**config.mk**
```make
export PLATFORM = sky130hd
export DESIGN_NAME = rsa_exponent_pair_generator_unit
export DESIGN_NICKNAME = d
export VERILOG_FILES = /design/src/rtl/repg_pkg.sv /design/src/rtl/repg_serial_mult.sv /design/src/rtl/repg_serial_div.sv /design/src/rtl/rsa_exponent_pair_generator_unit.sv
export SDC_FILE = /design/constraint.sdc
export NUM_CORES = 1
export LEC_CHECK = 0
export ABC_AREA = 1
export BUFFER_PORTS_ARGS = -buffer_cell sky130_fd_sc_hd__buf_2
export CORE_MARGIN = 3
export CORE_UTILIZATION = 55
export DETAILED_ROUTE_END_ITERATION = 6
export PLACE_DENSITY = 0.87
export SYNTH_ARGS = -nofsm -noshare
export SYNTH_HDL_FRONTEND = slang
export SYNTH_HIERARCHICAL = 1
export SYNTH_SLANG_ARGS = --single-unit
```
**constraint.sdc**
```tcl
create_clock -name clk -period 5.4 [get_ports clk]
set_input_delay 1.08 -clock clk [delete_from_list [all_inputs] [get_ports clk]]
set_output_delay 1.08 -clock clk [all_outputs]
set_load 0.03 [all_outputs]
```
**src/rtl/repg_pkg.sv**
```systemverilog
// ============================================================================
// repg_pkg
// Shared types and constants of the RSA exponent pair generator.
// ============================================================================
package repg_pkg;

    // Width of one prime factor on the input item.
    localparam int PRIME_W = 16;
    // Width of the internal arithmetic words and of the wide result fields.
    localparam int WORD_W = 32;
    // Default for the top level's prime width parameter.
    localparam int PRIME_BITS_DEF = 16;

    typedef enum logic [1:0] {
        KEY_OK          = 2'd0,
        KEY_BAD_INPUT   = 2'd1,
        KEY_NO_EXPONENT = 2'd2
    } key_status_t;

    typedef struct packed {
        logic [PRIME_W-1:0] p_prime;
        logic [PRIME_W-1:0] q_prime;
    } key_in_t;

    typedef struct packed {
        logic [WORD_W-1:0] modulus_n;
        logic [WORD_W-1:0] public_exponent;
        logic [WORD_W-1:0] private_exponent;
        key_status_t       key_status;
    } key_out_t;

    typedef enum logic [3:0] {
        ST_IDLE,
        ST_MUL_N,
        ST_MUL_F,
        ST_CHECK,
        ST_EU_INIT,
        ST_EU_TEST,
        ST_EU_DIV,
        ST_EU_MUL,
        ST_FINISH
    } repg_state_t;

endpackage

```
**src/rtl/repg_serial_mult.sv**
```systemverilog
// ============================================================================
// repg_serial_mult
// Bit-serial shift-add multiplier; one multiplier bit per cycle, low word kept.
// ============================================================================
module repg_serial_mult
    import repg_pkg::*;
(
    input  logic              clk,
    input  logic              rst_n,
    input  logic              start,
    input  logic [WORD_W-1:0] a,
    input  logic [WORD_W-1:0] b,
    output logic              done,
    output logic [WORD_W-1:0] product
);

    logic              busy_reg, busy_next;
    logic              done_reg, done_next;
    logic [WORD_W-1:0] a_reg, a_next;
    logic [WORD_W-1:0] b_reg, b_next;
    logic [WORD_W-1:0] acc_reg, acc_next;

    // The multiplier word shifts right and stops as soon as it runs out of ones.
    always_comb
    begin
        busy_next = busy_reg;
        done_next = 1'b0;
        a_next    = a_reg;
        b_next    = b_reg;
        acc_next  = acc_reg;
        if (start)
        begin
            busy_next = 1'b1;
            a_next    = a;
            b_next    = b;
            acc_next  = '0;
        end
        else if (busy_reg)
        begin
            if (b_reg == '0)
            begin
                busy_next = 1'b0;
                done_next = 1'b1;
            end
            else
            begin
                if (b_reg[0])
                begin
                    acc_next = acc_reg + a_reg;
                end
                a_next = a_reg << 1;
                b_next = b_reg >> 1;
            end
        end
    end

    always_ff @(posedge clk or negedge rst_n)
    begin
        if (!rst_n)
        begin
            busy_reg <= 1'b0;
            done_reg <= 1'b0;
        end
        else
        begin
            busy_reg <= busy_next;
            done_reg <= done_next;
        end
    end

    always_ff @(posedge clk)
    begin
        a_reg   <= a_next;
        b_reg   <= b_next;
        acc_reg <= acc_next;
    end

    assign done    = done_reg;
    assign product = acc_reg;

endmodule

```
**src/rtl/repg_serial_div.sv**
```systemverilog
// ============================================================================
// repg_serial_div
// Restoring divider; one quotient bit per cycle over the full word.
// ============================================================================
module repg_serial_div
    import repg_pkg::*;
(
    input  logic              clk,
    input  logic              rst_n,
    input  logic              start,
    input  logic [WORD_W-1:0] dividend,
    input  logic [WORD_W-1:0] divisor,
    output logic              done,
    output logic [WORD_W-1:0] quotient,
    output logic [WORD_W-1:0] remainder
);

    localparam int CNT_W = $clog2(WORD_W + 1);

    logic              busy_reg, busy_next;
    logic              done_reg, done_next;
    logic [CNT_W-1:0]  cnt_reg, cnt_next;
    logic [WORD_W-1:0] quo_reg, quo_next;
    logic [WORD_W-1:0] rem_reg, rem_next;
    logic [WORD_W-1:0] dsr_reg, dsr_next;
    logic [WORD_W:0]   shifted;
    logic [WORD_W:0]   diff;
    logic              borrow;

    // The dividend shifts out of the top of the quotient register while
    // quotient bits shift in at the bottom.
    assign shifted = {rem_reg, quo_reg[WORD_W-1]};
    assign diff    = shifted - {1'b0, dsr_reg};
    assign borrow  = (shifted < {1'b0, dsr_reg});

    always_comb
    begin
        busy_next = busy_reg;
        done_next = 1'b0;
        cnt_next  = cnt_reg;
        quo_next  = quo_reg;
        rem_next  = rem_reg;
        dsr_next  = dsr_reg;
        if (start)
        begin
            busy_next = 1'b1;
            cnt_next  = CNT_W'(WORD_W);
            quo_next  = dividend;
            rem_next  = '0;
            dsr_next  = divisor;
        end
        else if (busy_reg)
        begin
            if (cnt_reg == '0)
            begin
                busy_next = 1'b0;
                done_next = 1'b1;
            end
            else
            begin
                cnt_next = cnt_reg - CNT_W'(1);
                quo_next = {quo_reg[WORD_W-2:0], ~borrow};
                rem_next = borrow ? shifted[WORD_W-1:0] : diff[WORD_W-1:0];
            end
        end
    end

    always_ff @(posedge clk or negedge rst_n)
    begin
        if (!rst_n)
        begin
            busy_reg <= 1'b0;
            done_reg <= 1'b0;
        end
        else
        begin
            busy_reg <= busy_next;
            done_reg <= done_next;
        end
    end

    always_ff @(posedge clk)
    begin
        cnt_reg <= cnt_next;
        quo_reg <= quo_next;
        rem_reg <= rem_next;
        dsr_reg <= dsr_next;
    end

    assign done      = done_reg;
    assign quotient  = quo_reg;
    assign remainder = rem_reg;

endmodule

```
**src/rtl/rsa_exponent_pair_generator_unit.sv**
```systemverilog
// ============================================================================
// rsa_exponent_pair_generator_unit
// RSA key pair from two primes: modulus, smallest public exponent, inverse.
// ============================================================================
// The block takes one item holding two primes p and q and returns one item
// with n = p*q, the smallest public exponent e >= 3 below n that is coprime
// to f = (p-1)*(q-1), and the private exponent d in [1, f-1] with
// d*e mod f = 1. Each prime is taken modulo 2^PRIME_BITS. If p < 2, q < 2 or
// f < 2 the status reads bad input and both exponents are 0; if no exponent
// exists below n the status reads no exponent found and both exponents are 0.
// Primality is not checked. One item is worked on at a time: n and f come
// from a bit-serial shift-add multiplier, n first and then f. Every
// candidate e then runs an extended Euclid loop on (f, e); each Euclid step
// divides in the restoring divider and then multiplies the quotient by the
// current coefficient in the multiplier. The loop ends at a remainder of 1,
// which gives d at once, or at a remainder of 0, which rejects the
// candidate. A finished result waits in an output register, and the next
// item is taken as soon as the engine is back in idle.
// ============================================================================
module rsa_exponent_pair_generator_unit
    import repg_pkg::*;
#(
    parameter int PRIME_BITS = PRIME_BITS_DEF
)
(
    input  logic     clk,
    input  logic     rst_n,
    input  logic     in_valid,
    output logic     in_ready,
    input  key_in_t  in_data,
    output logic     out_valid,
    input  logic     out_ready,
    output key_out_t out_data
);

    // Only the bits of the primes that survive the modulo are stored.
    localparam int IN_BITS = (PRIME_BITS < PRIME_W) ? PRIME_BITS : PRIME_W;

    repg_state_t state_reg, state_next;

    logic [IN_BITS-1:0] p_reg, p_next;
    logic [IN_BITS-1:0] q_reg, q_next;
    logic [WORD_W-1:0]  p_word, q_word;
    logic [WORD_W-1:0]  n_reg, n_next;
    logic [WORD_W-1:0]  f_reg, f_next;
    logic [WORD_W-1:0]  cand_reg, cand_next;
    logic [WORD_W-1:0]  r0_reg, r0_next;
    logic [WORD_W-1:0]  r1_reg, r1_next;
    logic [WORD_W-1:0]  u0_reg, u0_next;
    logic [WORD_W-1:0]  u1_reg, u1_next;
    logic [WORD_W-1:0]  quot_reg, quot_next;
    logic [WORD_W-1:0]  rem_reg, rem_next;
    logic               odd_reg, odd_next;
    logic [WORD_W-1:0]  e_reg, e_next;
    logic [WORD_W-1:0]  d_reg, d_next;
    key_status_t        status_reg, status_next;

    logic               out_valid_reg, out_valid_next;
    key_out_t           out_data_reg, out_data_next;

    logic               in_take;
    logic               out_load;
    logic               bad_input;

    logic               mul_start;
    logic [WORD_W-1:0]  mul_a, mul_b;
    logic               mul_done;
    logic [WORD_W-1:0]  mul_product;

    logic               div_start;
    logic               div_done;
    logic [WORD_W-1:0]  div_quotient, div_remainder;

    repg_serial_mult u_mult (
        .clk     (clk),
        .rst_n   (rst_n),
        .start   (mul_start),
        .a       (mul_a),
        .b       (mul_b),
        .done    (mul_done),
        .product (mul_product)
    );

    // The divider always works on the current Euclid pair.
    repg_serial_div u_div (
        .clk       (clk),
        .rst_n     (rst_n),
        .start     (div_start),
        .dividend  (r0_reg),
        .divisor   (r1_reg),
        .done      (div_done),
        .quotient  (div_quotient),
        .remainder (div_remainder)
    );

    assign in_ready = (state_reg == ST_IDLE);
    assign in_take  = in_valid && in_ready;
    assign out_load = (state_reg == ST_FINISH) && (!out_valid_reg || out_ready);

    assign p_word = {{(WORD_W - IN_BITS){1'b0}}, p_reg};
    assign q_word = {{(WORD_W - IN_BITS){1'b0}}, q_reg};

    // The totient is only trusted once both primes are known to be at least 2.
    assign bad_input = (p_word < WORD_W'(2)) || (q_word < WORD_W'(2)) ||
                       (f_reg < WORD_W'(2));

    // Next-state logic.
    always_comb
    begin
        state_next = state_reg;
        unique case (state_reg)
            ST_IDLE:
            begin
                if (in_take)
                begin
                    state_next = ST_MUL_N;
                end
            end
            ST_MUL_N:
            begin
                if (mul_done)
                begin
                    state_next = ST_MUL_F;
                end
            end
            ST_MUL_F:
            begin
                if (mul_done)
                begin
                    state_next = ST_CHECK;
                end
            end
            ST_CHECK:
            begin
                state_next = bad_input ? ST_FINISH : ST_EU_INIT;
            end
            ST_EU_INIT:
            begin
                state_next = (cand_reg >= n_reg) ? ST_FINISH : ST_EU_TEST;
            end
            ST_EU_TEST:
            begin
                priority if (r1_reg == WORD_W'(1))
                begin
                    state_next = ST_FINISH;
                end
                else if (r1_reg == '0)
                begin
                    state_next = ST_EU_INIT;
                end
                else
                begin
                    state_next = ST_EU_DIV;
                end
            end
            ST_EU_DIV:
            begin
                if (div_done)
                begin
                    state_next = ST_EU_MUL;
                end
            end
            ST_EU_MUL:
            begin
                if (mul_done)
                begin
                    state_next = ST_EU_TEST;
                end
            end
            ST_FINISH:
            begin
                if (out_load)
                begin
                    state_next = ST_IDLE;
                end
            end
            default:
            begin
                state_next = ST_IDLE;
            end
        endcase
    end

    // Datapath and unit control for each state.
    always_comb
    begin
        p_next         = p_reg;
        q_next         = q_reg;
        n_next         = n_reg;
        f_next         = f_reg;
        cand_next      = cand_reg;
        r0_next        = r0_reg;
        r1_next        = r1_reg;
        u0_next        = u0_reg;
        u1_next        = u1_reg;
        quot_next      = quot_reg;
        rem_next       = rem_reg;
        odd_next       = odd_reg;
        e_next         = e_reg;
        d_next         = d_reg;
        status_next    = status_reg;
        out_data_next  = out_data_reg;
        out_valid_next = out_valid_reg;
        mul_start      = 1'b0;
        mul_a          = p_word;
        mul_b          = q_word;
        div_start      = 1'b0;

        if (out_valid_reg && out_ready)
        begin
            out_valid_next = 1'b0;
        end

        unique case (state_reg)
            ST_IDLE:
            begin
                // The modulus multiply starts straight from the accepted item.
                if (in_take)
                begin
                    p_next    = in_data.p_prime[IN_BITS-1:0];
                    q_next    = in_data.q_prime[IN_BITS-1:0];
                    mul_start = 1'b1;
                    mul_a     = {{(WORD_W - IN_BITS){1'b0}},
                                 in_data.p_prime[IN_BITS-1:0]};
                    mul_b     = {{(WORD_W - IN_BITS){1'b0}},
                                 in_data.q_prime[IN_BITS-1:0]};
                end
            end
            ST_MUL_N:
            begin
                // Store the modulus, then start the totient, on the shared multiplier.
                if (mul_done)
                begin
                    n_next    = mul_product;
                    mul_start = 1'b1;
                    mul_a     = p_word - WORD_W'(1);
                    mul_b     = q_word - WORD_W'(1);
                end
            end
            ST_MUL_F:
            begin
                if (mul_done)
                begin
                    f_next = mul_product;
                end
            end
            ST_CHECK:
            begin
                e_next      = '0;
                d_next      = '0;
                cand_next   = WORD_W'(3);
                status_next = bad_input ? KEY_BAD_INPUT : KEY_OK;
            end
            ST_EU_INIT:
            begin
                if (cand_reg >= n_reg)
                begin
                    status_next = KEY_NO_EXPONENT;
                end
                else
                begin
                    // Euclid on (f, e) with the magnitudes of the e coefficients.
                    r0_next  = f_reg;
                    r1_next  = cand_reg;
                    u0_next  = '0;
                    u1_next  = WORD_W'(1);
                    odd_next = 1'b1;
                end
            end
            ST_EU_TEST:
            begin
                priority if (r1_reg == WORD_W'(1))
                begin
                    // The coefficient signs alternate; an even step is negative.
                    e_next = cand_reg;
                    d_next = odd_reg ? u1_reg : (f_reg - u1_reg);
                end
                else if (r1_reg == '0)
                begin
                    // A common factor remains: try the next candidate.
                    cand_next = cand_reg + WORD_W'(1);
                end
                else
                begin
                    div_start = 1'b1;
                end
            end
            ST_EU_DIV:
            begin
                if (div_done)
                begin
                    quot_next = div_quotient;
                    rem_next  = div_remainder;
                    mul_start = 1'b1;
                    mul_a     = u1_reg;
                    mul_b     = div_quotient;
                end
            end
            ST_EU_MUL:
            begin
                if (mul_done)
                begin
                    r0_next  = r1_reg;
                    r1_next  = rem_reg;
                    u0_next  = u1_reg;
                    u1_next  = u0_reg + mul_product;
                    odd_next = ~odd_reg;
                end
            end
            ST_FINISH:
            begin
                if (out_load)
                begin
                    out_valid_next                 = 1'b1;
                    out_data_next.modulus_n        = n_reg;
                    out_data_next.public_exponent  = e_reg;
                    out_data_next.private_exponent = d_reg;
                    out_data_next.key_status       = status_reg;
                end
            end
            default:
            begin
                mul_b = quot_reg;
            end
        endcase
    end

    always_ff @(posedge clk or negedge rst_n)
    begin
        if (!rst_n)
        begin
            state_reg     <= ST_IDLE;
            out_valid_reg <= 1'b0;
        end
        else
        begin
            state_reg     <= state_next;
            out_valid_reg <= out_valid_next;
        end
    end

    always_ff @(posedge clk)
    begin
        p_reg        <= p_next;
        q_reg        <= q_next;
        n_reg        <= n_next;
        f_reg        <= f_next;
        cand_reg     <= cand_next;
        r0_reg       <= r0_next;
        r1_reg       <= r1_next;
        u0_reg       <= u0_next;
        u1_reg       <= u1_next;
        quot_reg     <= quot_next;
        rem_reg      <= rem_next;
        odd_reg      <= odd_next;
        e_reg        <= e_next;
        d_reg        <= d_next;
        status_reg   <= status_next;
        out_data_reg <= out_data_next;
    end

    assign out_valid = out_valid_reg;
    assign out_data  = out_data_reg;

endmodule

```
==> results of run 1 <==
## cell usage after synthesis, drive strengths merged (8+ instances only)
cell type	count	area, um^2
nand2	1320	5020
inv	702	2640
edfxtp	613	18400
nor2	386	1580
nand3	247	1290
a21oi	244	1230
o21ai	232	1170
ha	162	2030
dfxtp	70	1400
nand4	56	350
nor3	54	285
buf	53	338
clkbuf	50	188
xor2	36	315
o21bai	21	161
xnor2	16	140
nand3b	15	113
nor4	14	93.8
or2	13	81.3
a21o	12	90.1
a22oi	12	90.1
a2bb2oi	10	87.6
o2111ai	10	87.6
dfrtp	9	225
o21a	9	67.6
and2	8	51.3
## kinds of logic (layout without fill, tap and decap cells)
| kind of cell | after synthesis | count (layout) | share of synthesized area (%) |
|---|---|---|---|
| and+or+nand+nor | 2125 | 2125 | 23.6 |
| buffers and inverters | 805 | 992 | 8.33 |
| DFF | 692 | 692 | 52.8 |
| AOI/OAI and AO/OA | 583 | 583 | 8.54 |
| adders and majority gates | 166 | 166 | 5.55 |
| xor gates and xnor gates | 52 | 52 | 1.20 |
| other | 0 | 1 | 0 |
## per-layer routing
metal / share of wire [%] / wire length, um
met2: 43 / 49400
met5: 0.0095 / 11
met1: 38 / 44300
met3: 13 / 15300
met4: 5.5 / 6300
## final timing paths
path,end,slack [ns],from
max in group asynchronous,u_mult/done$_DFF_PN0_,4.81,rst_n
max reg2reg,u_div/remainder[26]$_SDFFE_PP0P_,1.78,r1_reg[9]$_DFFE_PP_
min,out_valid$_DFF_PN0_,0.34,rst_n
min in group clk,out_data[11]$_DFFE_PP_,0.39,d_reg[9]$_SDFFCE_PN0P_
max,u_div/remainder[26]$_SDFFE_PP0P_,1.78,r1_reg[9]$_DFFE_PP_
min reg2reg,out_data[11]$_DFFE_PP_,0.39,d_reg[9]$_SDFFCE_PN0P_
## area by class of cell
cell class,count,area (um^2)
repair buffers,157,866
flip-flops and latches,692,20000
well taps,873,1090
fillers,5425,25900
diodes,1,2.50
multi-input cells,2926,14800
clock inverters,35,402
clock buffers,98,2010
inverters,702,2640
## per-stage QoR
step	setup WS, ns	hold slack [ns]	cells	area, um^2	power [W]
6_report	1.78	0.338	5484	41800	0.0229
3_3_place_gp	1.63	0.403	5350	39400	0.0172
3_5_place_dp	1.52	0.405	5350	39400	0.0174
2_1_floorplan	0.506	0.400	4423	38000	0.0148
5_1_grt	1.57	0.336	5483	41800	0.0241
4_1_cts	1.95	0.319	5483	41800	0.0225
## power by group through the flow
stage               clock (W)  combinational (W)  sequential [W]
finish                0.00511            0.00905         0.00868
global route          0.00535             0.0100         0.00873
CTS                   0.00512            0.00882         0.00861
detailed placement          0            0.00870         0.00869
global placement            0            0.00849         0.00866
floorplan                   0            0.00655         0.00820
==> results.env, run 1 <==
SEQUENTIALPOWERSHARE_PCT=38.0
DIE-HEIGHT_UM=269
RELSLEWSLACK_PCT=23.8
ROWS=95
SYN-INSTANCE-COUNT=4423
CLKSINKCOUNT=692
IO-PIN-COUNT=136
COUNT_OF_BUFFERS_FROM_PORT_BUFFERING=135
CRITICAL-PATH-TOP-DELAY-FAMILY='buffers and inverters'
CORE_AREA_MM2=0.0678
CRITICAL_PATH.CELL_CHAIN='inv_1, nand3_1, nor3_1, nand2_1, nor2_1, nor2_1, nand2_1, inv_2, inv_1, buf_4, nand3_1, inv_1, nand2_1, inv_1, nand2_1, nand2_1'
FINISH.NET_COUNT=4754
CTS_HOLD_BUF=0
SYNTH_CELL_TYPES=62
RUN_STATUS='completed'
POST_CTS_RESIZE_COUNT=0
DETAILEDROUTE.FIRSTITERATIONVIOLATIONS=5204
CP-START-KIND='flip-flop'
GRT_BUSIEST_LAYER='met2'
WORSTSETUPPATHDEPTH=16
UNREPAIRED_SETUP_ENDPOINTS_AFTER_GLOBAL_ROUTING='no'
P_INT_W=0.0131
CTS.REPORTEDPATHS.CLKPINSLEW_NS=0.07
NUMCTSBUFFERS=73
POWER.STATIC_LEAKAGE_nW=18.9
WORST_PATH_LARGEST_CELL_DELAY_NS=0.85
TRITONCTS_CLOCK_TREE='done'
CRITPATHMOSTFREQUENTCELL='sky130_fd_sc_hd__nand2_1'
WIRE_LENGTH_OF_THE_FIRST_GLOBAL_ROUTING_PASS_UM=173000
GRT_USE_TOTAL_PCT=31.6
SYNTH_FP_NETS=4625
GRT.MET2_USAGE_PCT=47.4
ANTENNA_FOUND_INITIAL=3
WIRELENGTH_UM=115000
PWR_DENSITY_CELL_mW_PER_MM2=546
YOSYS_WARNINGS=6
SYNTHESIZED_FLOP_AND_LATCH_TOTAL=692
FINALHOLDVIOLATIONS=0
SYNTH.CELL_AREA_MM2=0.0380
LIBRARY_CELL_CONTRIBUTING_THE_LARGEST_SINGLE_DELAY_ON_THE_CRITICAL_PATH='sky130_fd_sc_hd__inv_1'
DETAILED_PLACE_HPWL_UM=84500
CRIT_ARRIVAL_NS=4.20
ASYNC_S_R_FF_SHARE_SYNTH_PCT=1.30
CTSLONGESTPATHBUFFERS=3
MET1_USAGE_PCT=43.8
P_CLK_SHARE_PCT=22.4
FINAL_TOTAL_NEGATIVE_SETUP_SLACK_NS=0
MAXCAPVIOLATIONS=0
ROUTE.DETAILED.VIAS_PER_INST=5.88
FINAL_LAYOUT_SIZE_SUFFIX_GT1_SHARE_PCT=7.87
SYNTH-EDFF-COUNT=613
CRITICAL_PATH_CLASS='reg2reg'
SYNTHTOLAYOUTAREAGROWTH_PCT=10.2
FLOORPLAN.DIE_AREA_MM2=0.0722
DRV_SLEW=0
REMAINING_DRC_ERRORS=0
YS.FLOP_TYPE='sky130_fd_sc_hd__edfxtp_1'
COMB_POWER_SHARE_PCT=39.6
TIMING.FINAL.CRIT_PERIOD_NS=3.62
FLOORPLAN.INITIALDENSITY_PCT=56.0
POST_CTS_BUFFERS=0
CRITICAL_PATH.N_BUFFERS_INVERTERS=6
R2R.WORST_PATH.CELLS=16
MIN-DELAY-PATH-CLASS='in2async'
GRTUSAGEMET3_PCT=6.88
CTS_HTREE_LEVELS=3
MAXIMUM_FANOUT_ENCOUNTERED_ON_THE_CRITICAL_TIMING_PATH=38
FINALCRITPERIODSHARE_PCT=67.1
LARGEST_REGISTER_FFS=98
IRDROPWORSTVDD_mV=0.438
MOSTFREQUENTLAYOUTCELL='sky130_fd_sc_hd__nand2_1'
SYNTH.YOSYS.SEQ_AREA_SHARE_PCT=52.8
FIRSTDRTPASSITERS=6
LAYOUT.CELLS.MOST_COMMON_LIST='sky130_fd_sc_hd__nand2_1, sky130_fd_sc_hd__inv_1, sky130_fd_sc_hd__edfxtp_1'
VIAS=32200
WORST_EP_REQUIRED_TIME_NS=5.98
POSTLAYOUTCOREUTIL_PCT=61.8
FMAX_MHz=276
CLKLATENCYLATEPIN_NS=0.65
NETSWITCHINGFRACTION_PCT=42.5
CLOCK_SKEW_NS=0.0447
DETAIL-ROUTE-ANTENNA-NETS=0
POSTSYNTHAREAPERCELL_UM2=8.58
GLOBAL_ROUTE.OVERFLOW_TOTAL=0
TIMING.FINAL.SETUP_VIOLATIONS=0
CRITICAL_PATH.ENDPOINT_TYPE='flip-flop'
DIE_X_UM=269
GRT_MAX_DEGREE=93
CLOCK_TREE.ROOT_CELL='sky130_fd_sc_hd__clkbuf_16'
WL_PER_CELL_UM=21.0
GP_CONGESTION=1.02
WORST_MAX_SLEW_PIN_SLEW_NS=1.14
FIRST_GLOBAL_VIAS=29800
TOTAL_SWITCHING_POWER_W=0.00970
Note: power is estimated with default switching activity, not from simulation.
==> run 2: changes to the inputs <==
- ABC_AREA: 1 -> 0
- PLACE_DENSITY: 0.87 -> 0.84
- clock period: 5.4 -> 3.5 ns (I/O delays scaled with it)
==> results.env, run 2 <==
CORE_AREA_MM2=0.0624
DIE-HEIGHT_UM=258
FINAL_LAYOUT_SIZE_SUFFIX_GT1_SHARE_PCT=14.9
SYNTH.CELL_AREA_MM2=0.0350
COUNT_OF_BUFFERS_FROM_PORT_BUFFERING=135
FINISH.NET_COUNT=3474
SYNTH_COMMONEST_CELLS='sky130_fd_sc_hd__edfxtp_1, sky130_fd_sc_hd__nand2_1, sky130_fd_sc_hd__nor2_1, sky130_fd_sc_hd__a21oi_1, sky130_fd_sc_hd__ha_1'
VIAS=26400
FINAL_TOTAL_NEGATIVE_SETUP_SLACK_NS=0
SYNTHDOMINANTAREACELLTYPE='sky130_fd_sc_hd__edfxtp_1'
DRV_SLEW=0
CRITICAL_PATH.ENDPOINT_TYPE='flip-flop'
UNREPAIRED_SETUP_ENDPOINTS_AFTER_GLOBAL_ROUTING='no'
SYNTH_FP_NETS=3311
CLOCK_SKEW_NS=0.0233
SYNTH-EDFF-COUNT=613
PWR_DENSITY_CELL_mW_PER_MM2=812
CLKLATENCYLATEPIN_NS=0.63
LAYOUT.FILLER_CELLS=4688
GLOBAL_ROUTE.OVERFLOW_TOTAL=0
MAXCAPVIOLATIONS=0
GP_CONGESTION=1.01
MAXIMUM_FANOUT_ENCOUNTERED_ON_THE_CRITICAL_TIMING_PATH=45
NUM_ANTENNA_CELLS=0
TRITONCTS_CLOCK_TREE='done'
SYNTH.MOST_COMMON_CELL='sky130_fd_sc_hd__edfxtp_1'
ASYNC_S_R_FF_SHARE_SYNTH_PCT=1.30
POWER.STATIC_LEAKAGE_nW=15.7
NUMCTSBUFFERS=74
YS.FLOP_TYPE='sky130_fd_sc_hd__edfxtp_1'
CTS_HTREE_LEVELS=3
DETAILEDROUTE.FIRSTITERATIONVIOLATIONS=3514
TIMING.FINAL.SETUP_VIOLATIONS=0
FIRST_GLOBAL_VIAS=25100
POST_CTS_RESIZE_COUNT=0
TIMING.FINAL.CRIT_PERIOD_NS=3.27
DETAIL-ROUTE-ANTENNA-NETS=0
CLKSINKCOUNT=692
CTS.REPORTEDPATHS.CLKPINSLEW_NS=0.07
RELSLEWSLACK_PCT=34.5
GRT_USE_TOTAL_PCT=28.9
FLOORPLAN.DIE_AREA_MM2=0.0667
CRIT_ARRIVAL_NS=3.61
SYNTH.YOSYS.SEQ_AREA_SHARE_PCT=57.2
SYNTH.TOP_CELL.AREA_SHARE_PCT=52.6
CRITICAL_PATH_CLASS='reg2reg'
SYNTH_CELL_TYPES=107
GRT_MAX_DEGREE=67
LAYOUT.CELLS.MOST_COMMON_LIST='sky130_fd_sc_hd__edfxtp_1, sky130_fd_sc_hd__nand2_1, sky130_fd_sc_hd__nor2_1'
CTS_HOLD_BUF=1
SYNTHESIZED_FLOP_AND_LATCH_TOTAL=692
IRDROPWORSTVDD_mV=0.516
YOSYS_WARNINGS=6
WORST_EP_REQUIRED_TIME_NS=3.84
ROUTE.DETAILED.VIAS_PER_INST=6.33
WL_PER_CELL_UM=23.6
POSTSYNTHAREAPERCELL_UM2=11.3
WORST_MAX_SLEW_PIN_SLEW_NS=0.981
ANTENNA_FOUND_INITIAL=0
POST_CTS_BUFFERS=0
DETAILED_PLACE_HPWL_UM=70800
SYN-INSTANCE-COUNT=3109
POST_SYNTH_MAIN_AREA_CONTRIBUTORS='sky130_fd_sc_hd__edfxtp_1, sky130_fd_sc_hd__ha_1, sky130_fd_sc_hd__nand2_1'
CLOCK_TREE.ROOT_CELL='sky130_fd_sc_hd__clkbuf_16'
POSTLAYOUTCOREUTIL_PCT=63.1
CP-START-KIND='flip-flop'
FIRSTDRTPASSITERS=7
MOSTFREQUENTLAYOUTCELL='sky130_fd_sc_hd__edfxtp_1'
FINALCRITPERIODSHARE_PCT=93.3
MIN-DELAY-PATH-CLASS='in2reg'
SYNTHTOLAYOUTAREAGROWTH_PCT=12.4
WIRELENGTH_UM=98300
REMAINING_DRC_ERRORS=0
WIRE_LENGTH_OF_THE_FIRST_GLOBAL_ROUTING_PASS_UM=148000
FMAX_MHz=306
FINALHOLDVIOLATIONS=0
FLOORPLAN.INITIALDENSITY_PCT=56.1
DIE_X_UM=258
ROWS=91
TOTAL_POWER_AFTER_LAYOUT_W=0.0320
RUN_STATUS='completed'
IO-PIN-COUNT=136
CTSLONGESTPATHBUFFERS=3
LARGEST_REGISTER_FFS=98
[run 2: cell count changes after synthesis, sizes merged, moves of 56 or more]
cell   previous run  this run
nand2          1320       384
inv             702       158
mux2              0        95
nand3           247        77
and3              4        60
nor2            386       264
o21ai           232       162
a21o             12        87
[run 2: logic make-up after synthesis]
logic type,Yosys count,share of synthesized area (%)
muxes,107,3.40
AOI/OAI and AO/OA,706,13.1
adders and majority gates,166,6.02
and+or+nand+nor,1043,14.2
xor gates and xnor gates,111,2.78
DFF,692,57.2
buffers and inverters,284,3.35
[run 2: worst max-delay path: stages, from the launching register on]
cell	delay [ns]
sky130_fd_sc_hd__edfxtp_1	0.51
sky130_fd_sc_hd__ha_1	0.36
sky130_fd_sc_hd__nand4_1	0.16
sky130_fd_sc_hd__nor4_1	0.47
sky130_fd_sc_hd__nand2_1	0.17
sky130_fd_sc_hd__nor2_1	0.13
sky130_fd_sc_hd__inv_1	0.06
sky130_fd_sc_hd__o211ai_1	0.56
sky130_fd_sc_hd__o21ai_4	0.14
sky130_fd_sc_hd__buf_12	0.19
sky130_fd_sc_hd__buf_12	0.19
[run 2: layout make-up]
type | instances | area [um^2] | share of cell area (%)
Sequential cell | 692 | 20000 | 50.9
Multi-Input combinational cell | 2133 | 13900 | 35.3
Clock buffer | 93 | 2020 | 5.12
Timing Repair Buffer | 213 | 1430 | 3.62
Tap cell | 837 | 1050 | 2.66
Inverter | 158 | 593 | 1.51
Clock inverter | 41 | 347 | 0.880
[run 2: worst paths after layout]
check                                           end  cells past startpoint  slack [ns]                       start
min reg2reg                  out_data[63]$_DFFE_PP_                      0        0.42     e_reg[29]$_SDFFCE_PN0P_
max reg2reg                u1_reg[29]$_SDFFCE_PN0P_                     10        0.23  cand_reg[23]$_SDFFCE_PN0P_
min in group asynchronous  state_reg[0]$_DFFE_PN0P_                      2        0.52                       rst_n
min                              q_reg[0]$_DFFE_PP_                      1        0.28                  in_data[0]
max in group asynchronous  state_reg[1]$_DFFE_PN0P_                      2        2.71                       rst_n
max                        u1_reg[29]$_SDFFCE_PN0P_                     10        0.23  cand_reg[23]$_SDFFCE_PN0P_
[run 2: report_power, final]
group	leakage [nW]	switching [W]	internal (W)
combinational	8.00	0.00690	0.00420
clock	1.16	0.00332	0.00441
sequential	6.52	0.00167	0.0115
[run 2: through the flow]
stage | worst slack, ns | hold WS, ns | area, um^2 | instances
after floorplan | -0.901 | 0.400 | 35100 | 3109
after global placement | 0.398 | 0.403 | 37000 | 4032
after detailed placement | 0.335 | 0.405 | 37000 | 4032
after CTS | 0.261 | 0.253 | 39400 | 4167
after global routing | 0.00852 | 0.262 | 39400 | 4167
final | 0.233 | 0.277 | 39400 | 4167
[run 2: routing by layer]
metal  part of all wire, %  vias to the layer above  track usage [%]
met5                     0                        -                0
met4                   6.9                        0             17.7
met3                   9.4                      353             4.51
met2                    47                     1669             46.3
met1                    37                    12500             37.3
li1                      -                    11800                -
